<file path="src/hw/rtl/wcsp_pkg.sv">
// ----------------------------------------------------------------------------
// WCNF clause stream parser package
// Shared widths, record kinds, character codes and character classes.
// ----------------------------------------------------------------------------
`default_nettype none

package wcsp_pkg;

  localparam int DefMaxVars = 16777216;
  localparam int DefNumBits = 64;

  localparam int ByteW    = 8;
  localparam int KindW    = 3;
  localparam int WeightW  = 64;
  localparam int ApbAddrW = 3;
  localparam int ApbDataW = 32;

  localparam logic [ApbAddrW-3:0] RegIdxSatMode = 1'b0;

  typedef enum logic [KindW-1:0] {
    KIND_LIT        = 3'd0,
    KIND_CLAUSE_END = 3'd1,
    KIND_TOP        = 3'd2,
    KIND_EOI        = 3'd3,
    KIND_ERROR      = 3'd4
  } kind_e;

  localparam logic [ByteW-1:0] ChTab   = 8'h09;
  localparam logic [ByteW-1:0] ChLf    = 8'h0a;
  localparam logic [ByteW-1:0] ChCr    = 8'h0d;
  localparam logic [ByteW-1:0] ChSpace = 8'h20;
  localparam logic [ByteW-1:0] ChPlus  = 8'h2b;
  localparam logic [ByteW-1:0] ChMinus = 8'h2d;
  localparam logic [ByteW-1:0] ChZero  = 8'h30;
  localparam logic [ByteW-1:0] ChNine  = 8'h39;
  localparam logic [ByteW-1:0] ChC     = 8'h63;
  localparam logic [ByteW-1:0] ChP     = 8'h70;
  localparam logic [ByteW-1:0] ChW     = 8'h77;

  function automatic logic is_ws(logic [ByteW-1:0] ch);
    return ch inside {[ChTab:ChCr], ChSpace};
  endfunction

  function automatic logic is_digit(logic [ByteW-1:0] ch);
    return ch inside {[ChZero:ChNine]};
  endfunction

endpackage

`default_nettype wire

</file>
<file path="src/hw/rtl/wcnf_clause_stream_parser_top.sv">
// ----------------------------------------------------------------------------
// WCNF clause stream parser
// Parses DIMACS CNF/WCNF bytes into lit, clause-end, top, EOI, error records.
// ----------------------------------------------------------------------------
// Usage:
//   s_axis carries one character per word in tdata; tuser high marks end of
//   input (tdata ignored). m_axis carries one record per word: tuser is the
//   record kind, tdata the record fields, tlast marks the final record caused
//   by one input word. The APB port holds sat_mode at offset 0x0.
//   Throughput: one input word per cycle while s_axis_tready is high. A word
//   makes zero, one or two records; a record can leave in the cycle after its
//   input word is taken at the earliest, and m_axis moves one record per cycle
//   while m_axis_tready is high, so the two records of a word leave in turn.
//   A four-record output queue decouples the sides: s_axis_tready stays high
//   while at most two records wait, so a stalled receiver blocks input only
//   once three records are queued.
//   Reset empties the queue, clears sat_mode and puts the parser at a line
//   start with no header seen and no top value. A parse error is sticky until
//   reset: later characters make no records, each end of input makes one
//   error record.
// ----------------------------------------------------------------------------
`default_nettype none

module wcnf_clause_stream_parser_top #(
  parameter int MAX_VARS = wcsp_pkg::DefMaxVars,
  parameter int NUM_BITS = wcsp_pkg::DefNumBits,
  localparam int VarW  = $clog2(MAX_VARS),
  localparam int CntW  = $clog2(MAX_VARS + 1),
  localparam int PayW  = VarW + 1 + wcsp_pkg::WeightW + 1 + 1 + CntW,
  localparam int DataW = ((PayW + 7) / 8) * 8
) (
  input  wire logic                          clk_i,
  input  wire logic                          rst_ni,
  input  wire logic                          s_axis_tvalid,
  output logic                               s_axis_tready,
  // data_byte
  input  wire logic [wcsp_pkg::ByteW-1:0]    s_axis_tdata,
  // end_of_input
  input  wire logic                          s_axis_tuser,
  output logic                               m_axis_tvalid,
  input  wire logic                          m_axis_tready,
  // var_index, negated, clause_weight, hard, unit_soft, var_count, zero pad
  output logic [DataW-1:0]                   m_axis_tdata,
  // record_kind
  output logic [wcsp_pkg::KindW-1:0]         m_axis_tuser,
  output logic                               m_axis_tlast,
  input  wire logic                          psel,
  input  wire logic                          penable,
  input  wire logic                          pwrite,
  input  wire logic [wcsp_pkg::ApbAddrW-1:0] paddr,
  input  wire logic [wcsp_pkg::ApbDataW-1:0] pwdata,
  output logic [wcsp_pkg::ApbDataW-1:0]      prdata,
  output logic                               pready
);
  import wcsp_pkg::*;

  localparam int AccW   = NUM_BITS - 1;
  localparam int SatW   = AccW + 4;
  localparam int QDepth = 4;
  localparam int PtrW   = $clog2(QDepth);
  localparam logic [AccW-1:0] MaxVarsA = AccW'(MAX_VARS);

  typedef enum logic [9:0] {
    PH_IDLE      = 10'b00_0000_0001,
    PH_COMMENT   = 10'b00_0000_0010,
    PH_HDR_WS    = 10'b00_0000_0100,
    PH_HDR_SKIP  = 10'b00_0000_1000,
    PH_HDR_SCAN  = 10'b00_0001_0000,
    PH_HDR_LINE  = 10'b00_0010_0000,
    PH_TOP_DIG   = 10'b00_0100_0000,
    PH_NUM_START = 10'b00_1000_0000,
    PH_NUM_SIGN  = 10'b01_0000_0000,
    PH_NUM_DIG   = 10'b10_0000_0000
  } phase_e;

  typedef enum logic [1:0] {
    PUR_COUNT  = 2'd0,
    PUR_WEIGHT = 2'd1,
    PUR_LIT    = 2'd2
  } purpose_e;

  typedef struct packed {
    logic [KindW-1:0] kind;
    logic [DataW-1:0] data;
  } rec_t;

  function automatic rec_t pack_rec(kind_e kind, logic [VarW-1:0] var_idx, logic neg,
                                    logic [WeightW-1:0] weight, logic hard, logic unit,
                                    logic [CntW-1:0] cnt);
    rec_t r;
    r.kind           = kind;
    r.data           = '0;
    r.data[PayW-1:0] = {cnt, unit, hard, weight, neg, var_idx};
    return r;
  endfunction

  // parser state
  phase_e             phase_q, phase_d;
  purpose_e           purpose_q, purpose_d;
  logic [AccW-1:0]    accum_q, accum_d;
  logic               neg_q, neg_d;
  logic [1:0]         skip_q, skip_d;
  logic               cnt_idx_q, cnt_idx_d;
  logic               weighted_q, weighted_d;
  logic [WeightW-1:0] top_q, top_d;
  logic [WeightW-1:0] weight_q, weight_d;
  logic [1:0]         tally_q, tally_d;
  logic [CntW-1:0]    vars_q, vars_d;
  logic               err_q, err_d;
  logic               sat_mode_q;

  // output queue
  rec_t               fifo_q [QDepth];
  logic               fifo_last_q [QDepth];
  logic [PtrW-1:0]    wr_ptr_q, rd_ptr_q;
  logic [PtrW:0]      count_q, count_d;

  logic               in_fire, out_fire, cfg_wr;
  logic [ByteW-1:0]   in_byte;
  logic               in_eoi, in_ws, in_dig, in_sign;
  logic [3:0]         in_digit;
  logic [SatW-1:0]    acc_mul;
  logic [AccW-1:0]    acc_next;
  logic [WeightW-1:0] acc_ext, num_val;
  logic               ce_top_hit, ce_hard, ce_unit;
  logic [WeightW-1:0] ce_weight;
  logic               redo_idle, redo_scan, redo_line, redo_num;
  rec_t               recs [2];
  logic [1:0]         n_rec;

  assign in_fire  = s_axis_tvalid && s_axis_tready;
  assign out_fire = m_axis_tvalid && m_axis_tready;
  assign in_byte  = s_axis_tdata;
  assign in_eoi   = s_axis_tuser;
  assign in_ws    = is_ws(in_byte);
  assign in_dig   = is_digit(in_byte);
  assign in_sign  = (in_byte == ChMinus) || (in_byte == ChPlus);
  assign in_digit = in_byte[3:0];

  // saturating accumulate: a*10 + d, clamp to the largest magnitude
  assign acc_mul  = (SatW'(accum_q) << 3) + (SatW'(accum_q) << 1) + SatW'(in_digit);
  assign acc_next = (|acc_mul[SatW-1:AccW]) ? '1 : acc_mul[AccW-1:0];

  assign acc_ext  = WeightW'(accum_q);
  assign num_val  = neg_q ? -acc_ext : acc_ext;

  assign ce_top_hit = !top_q[WeightW-1] && ($signed(weight_q) >= $signed(top_q));
  assign ce_hard    = sat_mode_q || ce_top_hit;
  assign ce_weight  = (!sat_mode_q && ce_top_hit) ? top_q : weight_q;
  assign ce_unit    = !ce_hard && (tally_q == 2'd1);

  always_comb begin
    phase_d    = phase_q;
    purpose_d  = purpose_q;
    accum_d    = accum_q;
    neg_d      = neg_q;
    skip_d     = skip_q;
    cnt_idx_d  = cnt_idx_q;
    weighted_d = weighted_q;
    top_d      = top_q;
    weight_d   = weight_q;
    tally_d    = tally_q;
    vars_d     = vars_q;
    err_d      = err_q;
    redo_idle  = 1'b0;
    redo_scan  = 1'b0;
    redo_line  = 1'b0;
    redo_num   = 1'b0;
    n_rec      = 2'd0;
    recs[0]    = '0;
    recs[1]    = '0;
    if (in_fire) begin
      if (err_q) begin
        if (in_eoi) begin
          recs[0] = pack_rec(KIND_ERROR, '0, 1'b0, '0, 1'b0, 1'b0, vars_q);
          n_rec   = 2'd1;
        end
      end else begin
        case (phase_q)
          PH_NUM_DIG: begin
            if (!in_eoi && in_dig) begin
              accum_d = acc_next;
            end else begin
              case (purpose_q)
                PUR_COUNT: begin
                  if (!cnt_idx_q) begin
                    cnt_idx_d = 1'b1;
                    redo_num  = 1'b1;
                  end else begin
                    phase_d   = PH_HDR_SCAN;
                    redo_scan = 1'b1;
                  end
                end
                PUR_WEIGHT: begin
                  weight_d  = num_val;
                  purpose_d = PUR_LIT;
                  redo_num  = 1'b1;
                end
                default: begin
                  if (accum_q == '0) begin
                    recs[n_rec[0]] = pack_rec(KIND_CLAUSE_END, '0, 1'b0, ce_weight, ce_hard,
                                              ce_unit, vars_d);
                    n_rec     = n_rec + 2'd1;
                    weight_d  = WeightW'(1);
                    tally_d   = 2'd0;
                    accum_d   = '0;
                    neg_d     = 1'b0;
                    phase_d   = PH_IDLE;
                    redo_idle = 1'b1;
                  end else if (accum_q > MaxVarsA) begin
                    err_d          = 1'b1;
                    recs[n_rec[0]] = pack_rec(KIND_ERROR, '0, 1'b0, '0, 1'b0, 1'b0, vars_d);
                    n_rec          = n_rec + 2'd1;
                  end else begin
                    recs[n_rec[0]] = pack_rec(KIND_LIT, VarW'(accum_q - AccW'(1)), neg_q, '0,
                                              1'b0, 1'b0, vars_d);
                    n_rec = n_rec + 2'd1;
                    if (accum_q > AccW'(vars_q)) begin
                      vars_d = CntW'(accum_q);
                    end
                    if (tally_q != 2'd2) begin
                      tally_d = tally_q + 2'd1;
                    end
                    redo_num = 1'b1;
                  end
                end
              endcase
            end
          end
          PH_NUM_START: begin
            redo_num = 1'b1;
          end
          PH_NUM_SIGN: begin
            if (!in_eoi && in_dig) begin
              accum_d = AccW'(in_digit);
              phase_d = PH_NUM_DIG;
            end else begin
              err_d          = 1'b1;
              recs[n_rec[0]] = pack_rec(KIND_ERROR, '0, 1'b0, '0, 1'b0, 1'b0, vars_d);
              n_rec          = n_rec + 2'd1;
            end
          end
          PH_IDLE: begin
            redo_idle = 1'b1;
          end
          PH_COMMENT, PH_HDR_LINE: begin
            redo_line = 1'b1;
          end
          PH_HDR_WS: begin
            if (in_eoi) begin
              err_d          = 1'b1;
              recs[n_rec[0]] = pack_rec(KIND_ERROR, '0, 1'b0, '0, 1'b0, 1'b0, vars_d);
              n_rec          = n_rec + 2'd1;
            end else if (!in_ws) begin
              if (in_byte == ChW) begin
                weighted_d = 1'b1;
              end
              skip_d  = ((in_byte == ChW) || weighted_q) ? 2'd3 : 2'd2;
              phase_d = PH_HDR_SKIP;
            end
          end
          PH_HDR_SKIP: begin
            if (in_eoi) begin
              err_d          = 1'b1;
              recs[n_rec[0]] = pack_rec(KIND_ERROR, '0, 1'b0, '0, 1'b0, 1'b0, vars_d);
              n_rec          = n_rec + 2'd1;
            end else if (skip_q <= 2'd1) begin
              skip_d    = 2'd0;
              purpose_d = PUR_COUNT;
              neg_d     = 1'b0;
              accum_d   = '0;
              phase_d   = PH_NUM_START;
            end else begin
              skip_d = skip_q - 2'd1;
            end
          end
          PH_HDR_SCAN: begin
            redo_scan = 1'b1;
          end
          PH_TOP_DIG: begin
            if (!in_eoi && in_dig) begin
              accum_d = acc_next;
            end else begin
              top_d          = acc_ext;
              recs[n_rec[0]] = pack_rec(KIND_TOP, '0, 1'b0, top_d, 1'b0, 1'b0, vars_d);
              n_rec          = n_rec + 2'd1;
              phase_d        = PH_HDR_LINE;
              redo_line      = 1'b1;
            end
          end
          default: ;
        endcase

        if (redo_scan) begin
          if (in_eoi || (in_byte == ChLf)) begin
            if (!top_d[WeightW-1]) begin
              recs[n_rec[0]] = pack_rec(KIND_TOP, '0, 1'b0, top_d, 1'b0, 1'b0, vars_d);
              n_rec          = n_rec + 2'd1;
            end
            phase_d   = PH_IDLE;
            redo_idle = in_eoi;
          end else if (in_dig) begin
            accum_d = AccW'(in_digit);
            phase_d = PH_TOP_DIG;
          end
        end

        if (redo_line) begin
          if (in_eoi) begin
            phase_d   = PH_IDLE;
            redo_idle = 1'b1;
          end else if (in_byte == ChLf) begin
            phase_d = PH_IDLE;
          end
        end

        if (redo_idle) begin
          if (in_eoi) begin
            recs[n_rec[0]] = pack_rec(KIND_EOI, '0, 1'b0, '0, 1'b0, 1'b0, vars_d);
            n_rec          = n_rec + 2'd1;
            weight_d       = WeightW'(1);
            tally_d        = 2'd0;
            accum_d        = '0;
            neg_d          = 1'b0;
          end else if (in_ws) begin
            phase_d = PH_IDLE;
          end else if (in_byte == ChC) begin
            phase_d = PH_COMMENT;
          end else if (in_byte == ChP) begin
            phase_d   = PH_HDR_WS;
            cnt_idx_d = 1'b0;
          end else begin
            weight_d  = WeightW'(1);
            tally_d   = 2'd0;
            purpose_d = weighted_q ? PUR_WEIGHT : PUR_LIT;
            redo_num  = 1'b1;
          end
        end

        if (redo_num) begin
          neg_d   = 1'b0;
          accum_d = '0;
          phase_d = PH_NUM_START;
          if (in_eoi || (!in_ws && !in_sign && !in_dig)) begin
            err_d          = 1'b1;
            recs[n_rec[0]] = pack_rec(KIND_ERROR, '0, 1'b0, '0, 1'b0, 1'b0, vars_d);
            n_rec          = n_rec + 2'd1;
          end else if (in_sign) begin
            neg_d   = (in_byte == ChMinus);
            phase_d = PH_NUM_SIGN;
          end else if (in_dig) begin
            accum_d = AccW'(in_digit);
            phase_d = PH_NUM_DIG;
          end
        end
      end
    end
  end

  always_ff @(posedge clk_i or negedge rst_ni) begin
    if (!rst_ni) begin
      phase_q    <= PH_IDLE;
      purpose_q  <= PUR_LIT;
      accum_q    <= '0;
      neg_q      <= 1'b0;
      skip_q     <= 2'd0;
      cnt_idx_q  <= 1'b0;
      weighted_q <= 1'b0;
      top_q      <= '1;
      weight_q   <= WeightW'(1);
      tally_q    <= 2'd0;
      vars_q     <= '0;
      err_q      <= 1'b0;
    end else begin
      phase_q    <= phase_d;
      purpose_q  <= purpose_d;
      accum_q    <= accum_d;
      neg_q      <= neg_d;
      skip_q     <= skip_d;
      cnt_idx_q  <= cnt_idx_d;
      weighted_q <= weighted_d;
      top_q      <= top_d;
      weight_q   <= weight_d;
      tally_q    <= tally_d;
      vars_q     <= vars_d;
      err_q      <= err_d;
    end
  end

  // configuration
  assign cfg_wr = psel && penable && pwrite && (paddr[ApbAddrW-1:2] == RegIdxSatMode);
  assign pready = 1'b1;
  assign prdata = (paddr[ApbAddrW-1:2] == RegIdxSatMode) ? ApbDataW'(sat_mode_q) : '0;

  always_ff @(posedge clk_i or negedge rst_ni) begin
    if (!rst_ni) begin
      sat_mode_q <= 1'b0;
    end else if (cfg_wr) begin
      sat_mode_q <= pwdata[0];
    end
  end

  // output queue
  assign count_d       = count_q + (PtrW + 1)'(n_rec) - (PtrW + 1)'(out_fire);
  assign s_axis_tready = (count_q <= (PtrW + 1)'(QDepth - 2));
  assign m_axis_tvalid = (count_q != '0);
  assign m_axis_tuser  = fifo_q[rd_ptr_q].kind;
  assign m_axis_tdata  = fifo_q[rd_ptr_q].data;
  assign m_axis_tlast  = fifo_last_q[rd_ptr_q];

  always_ff @(posedge clk_i or negedge rst_ni) begin
    if (!rst_ni) begin
      wr_ptr_q <= '0;
      rd_ptr_q <= '0;
      count_q  <= '0;
    end else begin
      wr_ptr_q <= wr_ptr_q + PtrW'(n_rec);
      rd_ptr_q <= rd_ptr_q + PtrW'(out_fire);
      count_q  <= count_d;
    end
  end

  always_ff @(posedge clk_i) begin
    if (n_rec != 2'd0) begin
      fifo_q[wr_ptr_q]      <= recs[0];
      fifo_last_q[wr_ptr_q] <= (n_rec == 2'd1);
    end
    if (n_rec == 2'd2) begin
      fifo_q[wr_ptr_q + PtrW'(1)]      <= recs[1];
      fifo_last_q[wr_ptr_q + PtrW'(1)] <= 1'b1;
    end
  end

endmodule

`default_nettype wire

</file>
<file path="config.mk">
export PLATFORM = sky130hd
export DESIGN_NAME = wcnf_clause_stream_parser_top
export DESIGN_NICKNAME = d
export VERILOG_FILES = /design/src/hw/rtl/wcsp_pkg.sv /design/src/hw/rtl/wcnf_clause_stream_parser_top.sv
export SDC_FILE = /design/constraint.sdc
export NUM_CORES = 2
export LEC_CHECK = 0
export ABC_AREA = 1
export BUFFER_PORTS_ARGS = -buffer_cell sky130_fd_sc_hd__buf_2
export CAP_MARGIN = 0
export CORE_ASPECT_RATIO = 1.2
export CORE_MARGIN = 3
export CORE_UTILIZATION = 45
export DETAILED_ROUTE_END_ITERATION = 16
export SLEW_MARGIN = 25
export SYNTH_ARGS = -nofsm -noshare
export SYNTH_HDL_FRONTEND = slang
export SYNTH_SLANG_ARGS = --single-unit
</file>
<file path="constraint.sdc">
create_clock -name clk_i -period 6.6 [get_ports clk_i]
set_clock_uncertainty 0.05 [all_clocks]
set_input_delay 0.66 -clock clk_i [delete_from_list [all_inputs] [get_ports clk_i]]
set_output_delay 0.66 -clock clk_i [all_outputs]
set_load 0.05 [all_outputs]
</file>
== Word-level counts from Yosys, hierarchy flattened ==
Memory sizes are Yosys's and may differ from the RTL's.
Index checks and enable logic that the tools add are counted.

* Output and inout port bits: 159
* Logic and storage cells: 335
* Input bits: 51
* Memories kept: 2
* Bits in registers: 244
* RAM bits: 496

* Reduce and logical (&&, ||, !) cells: 42
* Bitwise logic cells: 7
* Order comparisons: 15
* Multiplexer cells: 214
* Add/sub/neg operators: 14
* Eq/ne operators: 25

{| class="wikitable"
|+ Memories
! name !! words !! width !! read ports !! clocked after memory_dff !! write ports !! RTL line !! source
|-
| fifo_q || 4 || 123 || 1 || 0 || 2 || wcnf_clause_stream_parser_top.sv:113 || <nowiki>rec_t fifo_q [QDepth];</nowiki>
|-
| fifo_last_q || 4 || 1 || 1 || 0 || 2 || wcnf_clause_stream_parser_top.sv:114 || <nowiki>logic fifo_last_q [QDepth];</nowiki>
|}

{| class="wikitable"
|+ Operator list
! cell !! count
|-
| two-way mux 246 bit || 12
|-
| two-way mux 123 bit || 13
|-
| two-way mux 63 bit || 16
|-
| two-way mux 64 bit || 14
|-
| bitwise mux 246 bit || 3
|-
| case mux 123 bit (4 select lines) || 1
|-
| demux 123 bit (select 1 bit) || 3
|-
| case mux 63 bit (4 select lines) || 1
|-
| two-way mux 10 bit || 24
|-
| two-way mux 25 bit || 8
|-
| case mux 64 bit (2 select lines) || 1
|-
| two-way mux 122 bit || 1
|-
| two-way mux 2 bit || 40
|-
| adder 66 x 64 -> 67 bit || 1
|-
| adder 67 x 4 -> 67 bit || 1
|-
| greater-or-equal comparator 64 bit || 1
|-
| two-way mux 1 bit || 64
|-
| negation 63 -> 64 bit || 1
|-
| > comparator 63 x 25 -> 1 bit || 1
|-
| > comparator 63 x 25 -> 1 bit, second input constant || 1
|-
| zero test 63 bit || 1
|-
| case mux 10 bit (5 select lines) || 1
|-
| == test 8 x 6 -> 1 bit, second input constant || 3
|-
| == test 8 x 7 -> 1 bit, second input constant || 3
|-
| other kinds (47) || 102
|}

== Longest topological paths before layout ==
* Depth in word-level cells: 28
* Mapped depth: 30
* Gate-level depth less buffers: 29

== Least setup slack after synthesis ==
OpenSTA, ideal clock, no wires.

* Path kind: input -> register
* From: input s_axis_tdata[2] (netlist bit)
* To: memory fifo_q[3][0] (netlist bit) (enable)
* Stages: 25
* Path buffers: 3
* Setup time: 0.482 ns
* Arrival time: 6.489 ns
* Path slack: -0.422 ns
* Data required time: 6.068 ns
* Cell sequence: clkbuf_1 -> o21ai_2 -> nand3_4 -> inv_2 -> nor2_8 -> nand2_2 -> nand2_1 -> nor2_1 -> inv_1 -> clkbuf_1 -> ha_1 -> nand3_1 -> nand2_1 -> ha_1 -> inv_1 -> nand2_4 -> nand2_4 -> inv_1 -> ha_1 -> nand2_1 -> nand2_2 -> nor2_8 -> nand4_4 -> clkbuf_1 -> nand2_1

{| class="wikitable"
|+ RTL lines
! what !! RTL line !! source
|-
| start: declaration || wcnf_clause_stream_parser_top.sv:37 || <nowiki>input wire logic [wcsp_pkg::ByteW-1:0] s_axis_tdata,</nowiki>
|-
| end: declaration || wcnf_clause_stream_parser_top.sv:113 ||
|}

==> reports/metrics.cfg <==
[status]
status=finished, final reports clean

[clock_network]
cts_hold_buf=0
clk_pin_slew_ns=0.06
clock_latency_ns=0.64
cts.htree.levels=3
cts_inserted_buffers=76
ctsResizeCount=0
cts_tree=built
cts_max_path_buffers=3
clock-sinks=724
root_buffer=clkbuf_16
postCtsSetupRepairBufs=0

[setup_path]
crit_path_end_kind=flop
worst_ep_required_time_ns=6.91
arrival_ns=6.35
cpMaxStageDelayCell=inv_4
worst-setup-path-type=reg -> reg
cpPeakStageDelay_ns=0.61
start_kind=flop
worstPathMaxFanout=40
reg2reg_from=phase_q[5]
critPathTopFamily=simple AND/OR/NAND/NOR gates
crit_buf_inv=6
crit_start=phase_q[5]

[synthesis]
yosys-top-cells-count=nand2_1 (1571), nor2_1 (939), o21ai_0 (737), inv_1 (571), edfxtp_1 (476)
synth_cells=6480
synth-seq-cells=724
netlist_area_mm2=0.0487
syn_avg_cell_area_um2=7.51
synth_cell_types=66
synth.top_cell.area_share_pct=29.4
synth-edff-count=476
netlist_top_cells_area=edfxtp_1 (29%), nand2_1 (12%), dfrtp_1 (9.1%)
async_flop_share_pct=33.7
ys_warn_count=0
yosysSeqAreaShare_pct=42.3
yosysMostFrequentCell=nand2_1
synth-main-ff-cell=edfxtp_1
yosysTopAreaCell=edfxtp_1

[global_routing]
grt_pass1_vias=42189
track_usage_pct=29.4
grt-ovfl-total=0
grt_pass1_wl_um=258000
antenna_found_initial=4
grt_max_degree=114

[routing]
drc_errors=0
vias_per_cell=5.76
avgRoutedWirePerCell_um=21.6
firstDrtPassIters=8
vias=45332
antenna_left=0
wirelength_um=170000
drt_iter0_markers=4887

[sta]
max_freq_mhz=166
slew_violations=0
slew_headroom_pct=31.4
hold_slack_ns=0.00106
period_share_pct=91.5
hold_viol_final=0
rsz0062_at_grt=no
period_needed_ns=6.04
worst_pin_slew_ns=1.03
setup_viol=0
final.setup.tns_ns=0

[place]
portBuffers=140
routabilityCongestion=0.959
hpwlAfterDp_um=116000

[cells_and_area]
seq_area_mm2=0.0206
fin_util_pct=49.3
antenna_cells=0
layout-drive-gt1-share_pct=7.68
nets=6694
multi_input_area_mm2=0.0242
area_delta_synth_final_pct=8.21
fillers=10629

[run]
max_cap_violations=0

[floorplan]
fp.coreArea_mm2=0.107
fp-row-count=131
start_util_pct=45.5
dieArea_mm2=0.112
dieHeight_um=366
die_w_um=306
num_io_pins=210

[power]
vdd_drop_max_uv=321
sw_frac_of_total_pct=40.4
finalPower_mw=14.3
combPwrFrac_pct=31.9
leakage_nw=23.3
p_switching_mw=5.79
pwr-share-clk_pct=31.2
seqPwrFrac_pct=36.8
p_int_mw=8.53
powerDensity_mw_per_mm2=272

[worst_hold_path]
holdCritPathClass=in -> async

==> power groups by stage <==
| stage | Combinational (mW) | Sequential (mW) | Clock (mW) |
|---|---|---|---|
| 2_1_floorplan | 3.40 | 5.26 | 0 |
| 3_3_place_gp | 4.59 | 5.35 | 0 |
| 3_5_place_dp | 4.62 | 5.36 | 0 |
| 4_1_cts | 4.62 | 5.27 | 4.52 |
| 5_1_grt | 4.85 | 5.30 | 4.70 |
| 6_report | 4.57 | 5.27 | 4.47 |
==> registers in the layout (all words and copies together), names as in the netlist, 2 cells and up <==
signal and count:
accum_q 63, count_q 3, fifo_last_q 4, fifo_q 476, phase_q 10, purpose_q 2, rd_ptr_q 2, skip_q 2
tally_q 2, top_q 64, vars_q 25, weight_q 64, wr_ptr_q 2
==> final cells by class <==
cell class                      count  area share, %
Tap cell                         1396           3.32
Multi-Input combinational cell   4789           45.9
Sequential cell                   724           39.1
Clock inverter                     43          0.910
Inverter                          606           4.37
Timing Repair Buffer              216           2.64
Clock buffer                       96           3.85
==> logic make-up (layout without fill, tap and decap cells) <==
kind of cell               count (synthesis)  count (layout)  share of synthesized area, %
AOI/OAI and AO/OA                       1472            1472                          16.7
xor gates and xnor gates                  78              78                          1.40
adders and majority gates                230             230                          5.96
buffers and inverters                   1001             961                          8.63
DFF                                      724             724                          42.3
other                                      2              36                        0.0154
and+or+nand+nor                         2973            2973                          25.0
==> placed cells by master (no fill, tap or decap), types with 7 or more instances in the layout <==
master and n:
inv_2 21, xor2_1 66, nor3_1 52, bufinv_16 9
o21ai_0 736, nor2_2 9, clkinv_1 22, dfrtp_1 175
buf_12 8, nand4_1 65, a21boi_0 7, a31oi_1 12
edfxtp_1 476, nand2_2 11, o211ai_1 106, nand3_1 267
buf_4 66, nor2_1 936, o21bai_1 17, inv_1 567
conb_1 36, a21o_1 8, nor4_1 10, clkinv_2 13
clkbuf_16 77, dfstp_2 67, a21oi_1 347, xnor2_1 12
nand2_1 1567, a22oi_1 21, ha_1 227, buf_2 139
clkbuf_1 16, o22ai_1 180, nor2_4 7
==> per-stage QoR <==
stage                     cells  worst slack, ns  cell area [um^2]
after floorplan            6514            0.707             48800
after detailed placement   7731            0.605             50200
after global routing       7870            0.185             52700
after global placement     7731            0.624             50100
final                      7870            0.559             52700
after CTS                  7870            0.607             52700
==> routing by layer <==
| metal | global-route usage [%] | vias to the layer above | share of wire [%] |
|---|---|---|---|
| met5 | 0 | - | 0.027 |
| met4 | 9.21 | 6 | 3.2 |
| met3 | 3.58 | 304 | 7.9 |
| met2 | 47.1 | 1948 | 46 |
| met1 | 41.6 | 21531 | 43 |
| li1 | - | 21543 | - |
==> path summary, 6_finish.rpt <==
kind | to | slack (ns) | depth (start not counted)
setup / recovery | fifo_q[1][69] | 0.56 | 25
hold / removal | accum_q[46] | 0.001 | 1
setup reg to reg | fifo_q[1][69] | 0.56 | 25
hold reg to reg | fifo_last_q[3] | 0.41 | 2
max in group asynchronous | err_q | 4.96 | 2
min in group clk_i | sat_mode_q | 0.22 | 3
No activity file was read; power rests on OpenSTA's default activity.
